### config.mk
export PLATFORM = sky130hd
export DESIGN_NAME = pvb_ram
export DESIGN_NICKNAME = d
export VERILOG_FILES = /design/src/rtl/core/pvb_ram.sv
export SDC_FILE = /design/constraint.sdc
export NUM_CORES = 1
export LEC_CHECK = 0
export BUFFER_PORTS_ARGS = -buffer_cell sky130_fd_sc_hd__buf_2
export CORE_MARGIN = 5
export CORE_UTILIZATION = 55
export CTS_BUF_LIST = sky130_fd_sc_hd__clkbuf_16
export DETAILED_ROUTE_END_ITERATION = 8
export PLACE_DENSITY = 0.85
export RECOVER_POWER = 25
export SKIP_CTS_REPAIR_TIMING = 1
export SYNTH_ARGS = -nofsm -noshare
export SYNTH_HDL_FRONTEND = slang
export SYNTH_SLANG_ARGS = --single-unit
### constraint.sdc
create_clock -name clk -period 5.1 [get_ports clk]
set_input_delay 1.02 -clock clk [delete_from_list [all_inputs] [get_ports clk]]
set_output_delay 1.02 -clock clk [all_outputs]
set_load 0.05 [all_outputs]
### src/rtl/core/pvb_ram.sv
module pvb_ram #(
    parameter int WIDTH = 8,
    parameter int DEPTH = 16
) (
    input  logic                                  clk,
    input  logic                                  we,
    input  logic [(DEPTH > 1 ? $clog2(DEPTH) : 1)-1:0] waddr,
    input  logic [WIDTH-1:0]                      wdata,
    input  logic                                  re,
    input  logic [(DEPTH > 1 ? $clog2(DEPTH) : 1)-1:0] raddr,
    output logic [WIDTH-1:0]                      rdata
);
    logic [WIDTH-1:0] mem [DEPTH];

    // read-first on a same-address collision
    always_ff @(posedge clk)
    begin
        if (we)
        begin
            mem[waddr] <= wdata;
        end
        if (re)
        begin
            rdata <= mem[raddr];
        end
    end
endmodule

==> flow_metrics.py <==
metrics = {
    "timing": {
        "fmax_mhz": 370,
        "tightest_slew_ps": 1030,
        "fin_skew_ps": 10.0,
        "finalHoldViolations": 0,
        "final.setup.tns_ps": 0,
        "max-slew-margin-rel_pct": 31.6,
        "setup_viol": 0,
        "finalCriticalPeriod_ps": 2700,
        "final_max_slew_viol_count": 0,
        "rsz0062_at_grt": "no",
        "period_share_pct": 52.9,
    },
    "critical_path": {
        "r2r_end": "rdata[5]",
        "crit_required_ps": 5240,
        "worstPathMaxFanout": 32,
        "cpLargestDelayFamily": "buffers and inverters",
        "path_cells": "buf_2 -> mux4_1 -> a22oi_1 -> nand2_1",
        "cpPeakStageDelay_ps": 760,
        "crit_type": "in2reg",
        "crit_buf_inv": 1,
        "startpoint_type": "input port",
        "cp.arrival_ps": 2840,
        "r2r_slack_ps": 3520,
        "crit_path_end_kind": "register",
        "reg2reg_from": "mem[2][5]",
        "r2r_cells": 3,
        "slowest_stage": "buf_2",
    },
    "pwr": {
        "p_total_mw": 2.73,
        "vdd_ir_drop_max_uv": 275,
        "leakagePower_nw": 2.03,
        "powerDensity_mw_per_mm2": 447,
    },
    "synth": {
        "synth-async-reset-ratio_pct": 0,
        "synth_simple_gate_area_share_pct": 3.14,
        "yosys.area.top_type": "edfxtp_1",
        "synth_top_family_by_area": "multiplexers",
        "synthAdderAreaFrac_pct": 0,
        "syn_area_per_cell_um2": 22.8,
        "yosysSeqAreaShare_pct": 78.1,
        "synthTopCellsByCount": "edfxtp_1, mux4_2, a22oi_1",
        "synth_compound_area_share_pct": 2.30,
        "synth_top_area_share_pct": 78.1,
        "yosysMostFrequentCell": "edfxtp_1",
        "synth_ff_type": "edfxtp_1",
        "ys_types": 18,
        "synth_seq_cells": 136,
        "synthTopCellsByArea": "edfxtp_1, mux4_2, mux4_1, a22oi_1, nor2_1",
        "synth_area_mm2": 0.00523,
        "synth_edf_count": 136,
        "syn-num-nets": 248,
        "synthMuxAreaShare_pct": 14.8,
        "ys_warn_count": 0,
        "synth-xor-area-share_pct": 0,
        "netlist_instances": 229,
    },
    "global_routing": {
        "antenna_found_initial": 0,
        "grt_use_total_pct": 19.8,
        "grt_pass1_wl_um": 15600,
        "overflow": 0,
        "grt_pass1_vias": 2548,
        "grt_max_degree": 33,
    },
    "hold_path": {
        "whs_endpoint": "rdata[1]",
        "hp-class": "reg2reg",
        "worst_hold_path.num_cells": 3,
        "hp-start": "mem[8][1]",
    },
    "clock_tree": {
        "clockBufferDepth": 2,
        "cts_made_buffers": 17,
        "htreeDepth": 4,
        "clk_latency_ps": 410,
        "cts_root_buf": "clkbuf_16",
        "clk_pin_slew_ps": 60,
        "cts.sinks": 136,
        "cts_tree": "yes",
    },
    "placement": {
        "finalWeightedCongestion": 0.754,
        "dpl.hpwl_um": 5870,
        "port_buffers": 26,
    },
    "final_layout": {
        "antenna_cells": 0,
        "area_delta_synth_final_pct": 16.8,
        "layout-drive-gt1-share_pct": 27.1,
        "nNetsFinal": 286,
        "fin_util_pct": 66.1,
    },
    "floorplanning": {
        "die_area_mm2": 0.0116,
        "core-area_mm2": 0.00924,
        "num_rows": 35,
        "ioPinCount": 27,
        "initial_core_util_pct": 56.6,
        "fp.dieH_um": 107,
        "die_w_um": 107,
    },
    "routing": {
        "routed_wl_um": 10300,
        "vias": 2469,
        "antenna_left": 0,
        "drc": 0,
        "post_drt_via_cell_ratio": 6.04,
        "firstDrtPassIters": 5,
        "dr.first_iter.drc_count": 229,
        "wire_per_inst_um": 25.1,
    },
    "outcome": {
        "outcome": "completed",
    },
    "job": {
        "drv_cap": 0,
    },
}
## sequential cells by signal, indices dropped and copies added, names as in the netlist
name   count
mem      128
rdata      8
## layer usage
| metal | track usage [%] | routed length [µm] | share of wire [%] |
|---|---|---|---|
| met5 | 0 | 0 | 0 |
| met3 | 5.70 | 772 | 7.5 |
| met4 | 9.83 | 280 | 2.7 |
| met1 | 26.4 | 4030 | 39 |
| met2 | 30.0 | 5180 | 50 |
## worst max-delay path by stage
stage	startpoint	to	slack, ps	cells after the start
2_1_floorplan	waddr[2]	mem[0][0]	2590	2
3_3_place_gp	raddr[0]	rdata[0]	1970	4
3_5_place_dp	raddr[0]	rdata[0]	1950	4
4_1_cts	raddr[0]	rdata[5]	2410	4
5_1_grt	raddr[0]	rdata[3]	2280	4
6_report	raddr[0]	rdata[5]	2400	4
## area by class of cell
cell class              instances  area (µm²)
clock inverters                15         226
well taps                     129         161
multi-input cells              83        1060
fillers                       580        3130
clock buffers                  17         425
flip-flops and latches        136        4080
repair buffers                 29         146
## cell usage in the layout, fill, tap and decap left out, types with 2 or more instances in the layout
cell type	count
a22oi_1	16
buf_2	21
buf_4	3
bufinv_16	5
clkbuf_1	5
clkbuf_16	17
clkinv_2	3
clkinv_4	6
edfxtp_1	136
mux4_1	14
mux4_2	18
nand2_1	9
nand2b_1	2
nand3b_1	2
nor2_1	13
nor3_1	3
## report_power, final
| group | total [mW] | switching [mW] | internal [mW] |
|---|---|---|---|
| combinational | 0.125 | 0.0814 | 0.0433 |
| sequential | 1.27 | 0.00781 | 1.26 |
| clock | 1.34 | 0.465 | 0.870 |
| total | 2.73 | 0.554 | 2.17 |
## worst reg2reg max path, delay by kind of cell, from the launching register on
| kind | cells | cell delay, ps |
|---|---|---|
| muxes | 1 | 550 |
| and+or+nand+nor | 1 | 130 |
| DFF | 1 | 420 |
| AOI/OAI and AO/OA | 1 | 210 |
## logic make-up (layout without fill, tap and decap cells)
| family | count (synthesis) | after routing |
|---|---|---|
| AOI/OAI and AO/OA | 16 | 16 |
| muxes | 32 | 32 |
| and+or+nand+nor | 35 | 35 |
| DFF | 136 | 136 |
| buffers and inverters | 10 | 61 |
## metrics by stage
stage	setup WS (ps)	instance area (µm²)	cells	hold WS, ps
after CTS	2410	6110	409	763
after global placement	1970	5460	377	728
after floorplan	2590	5230	229	705
after detailed placement	1950	5460	377	745
after global routing	2280	6110	409	807
final	2400	6110	409	752
No activity file was read; power rests on OpenSTA's default activity.
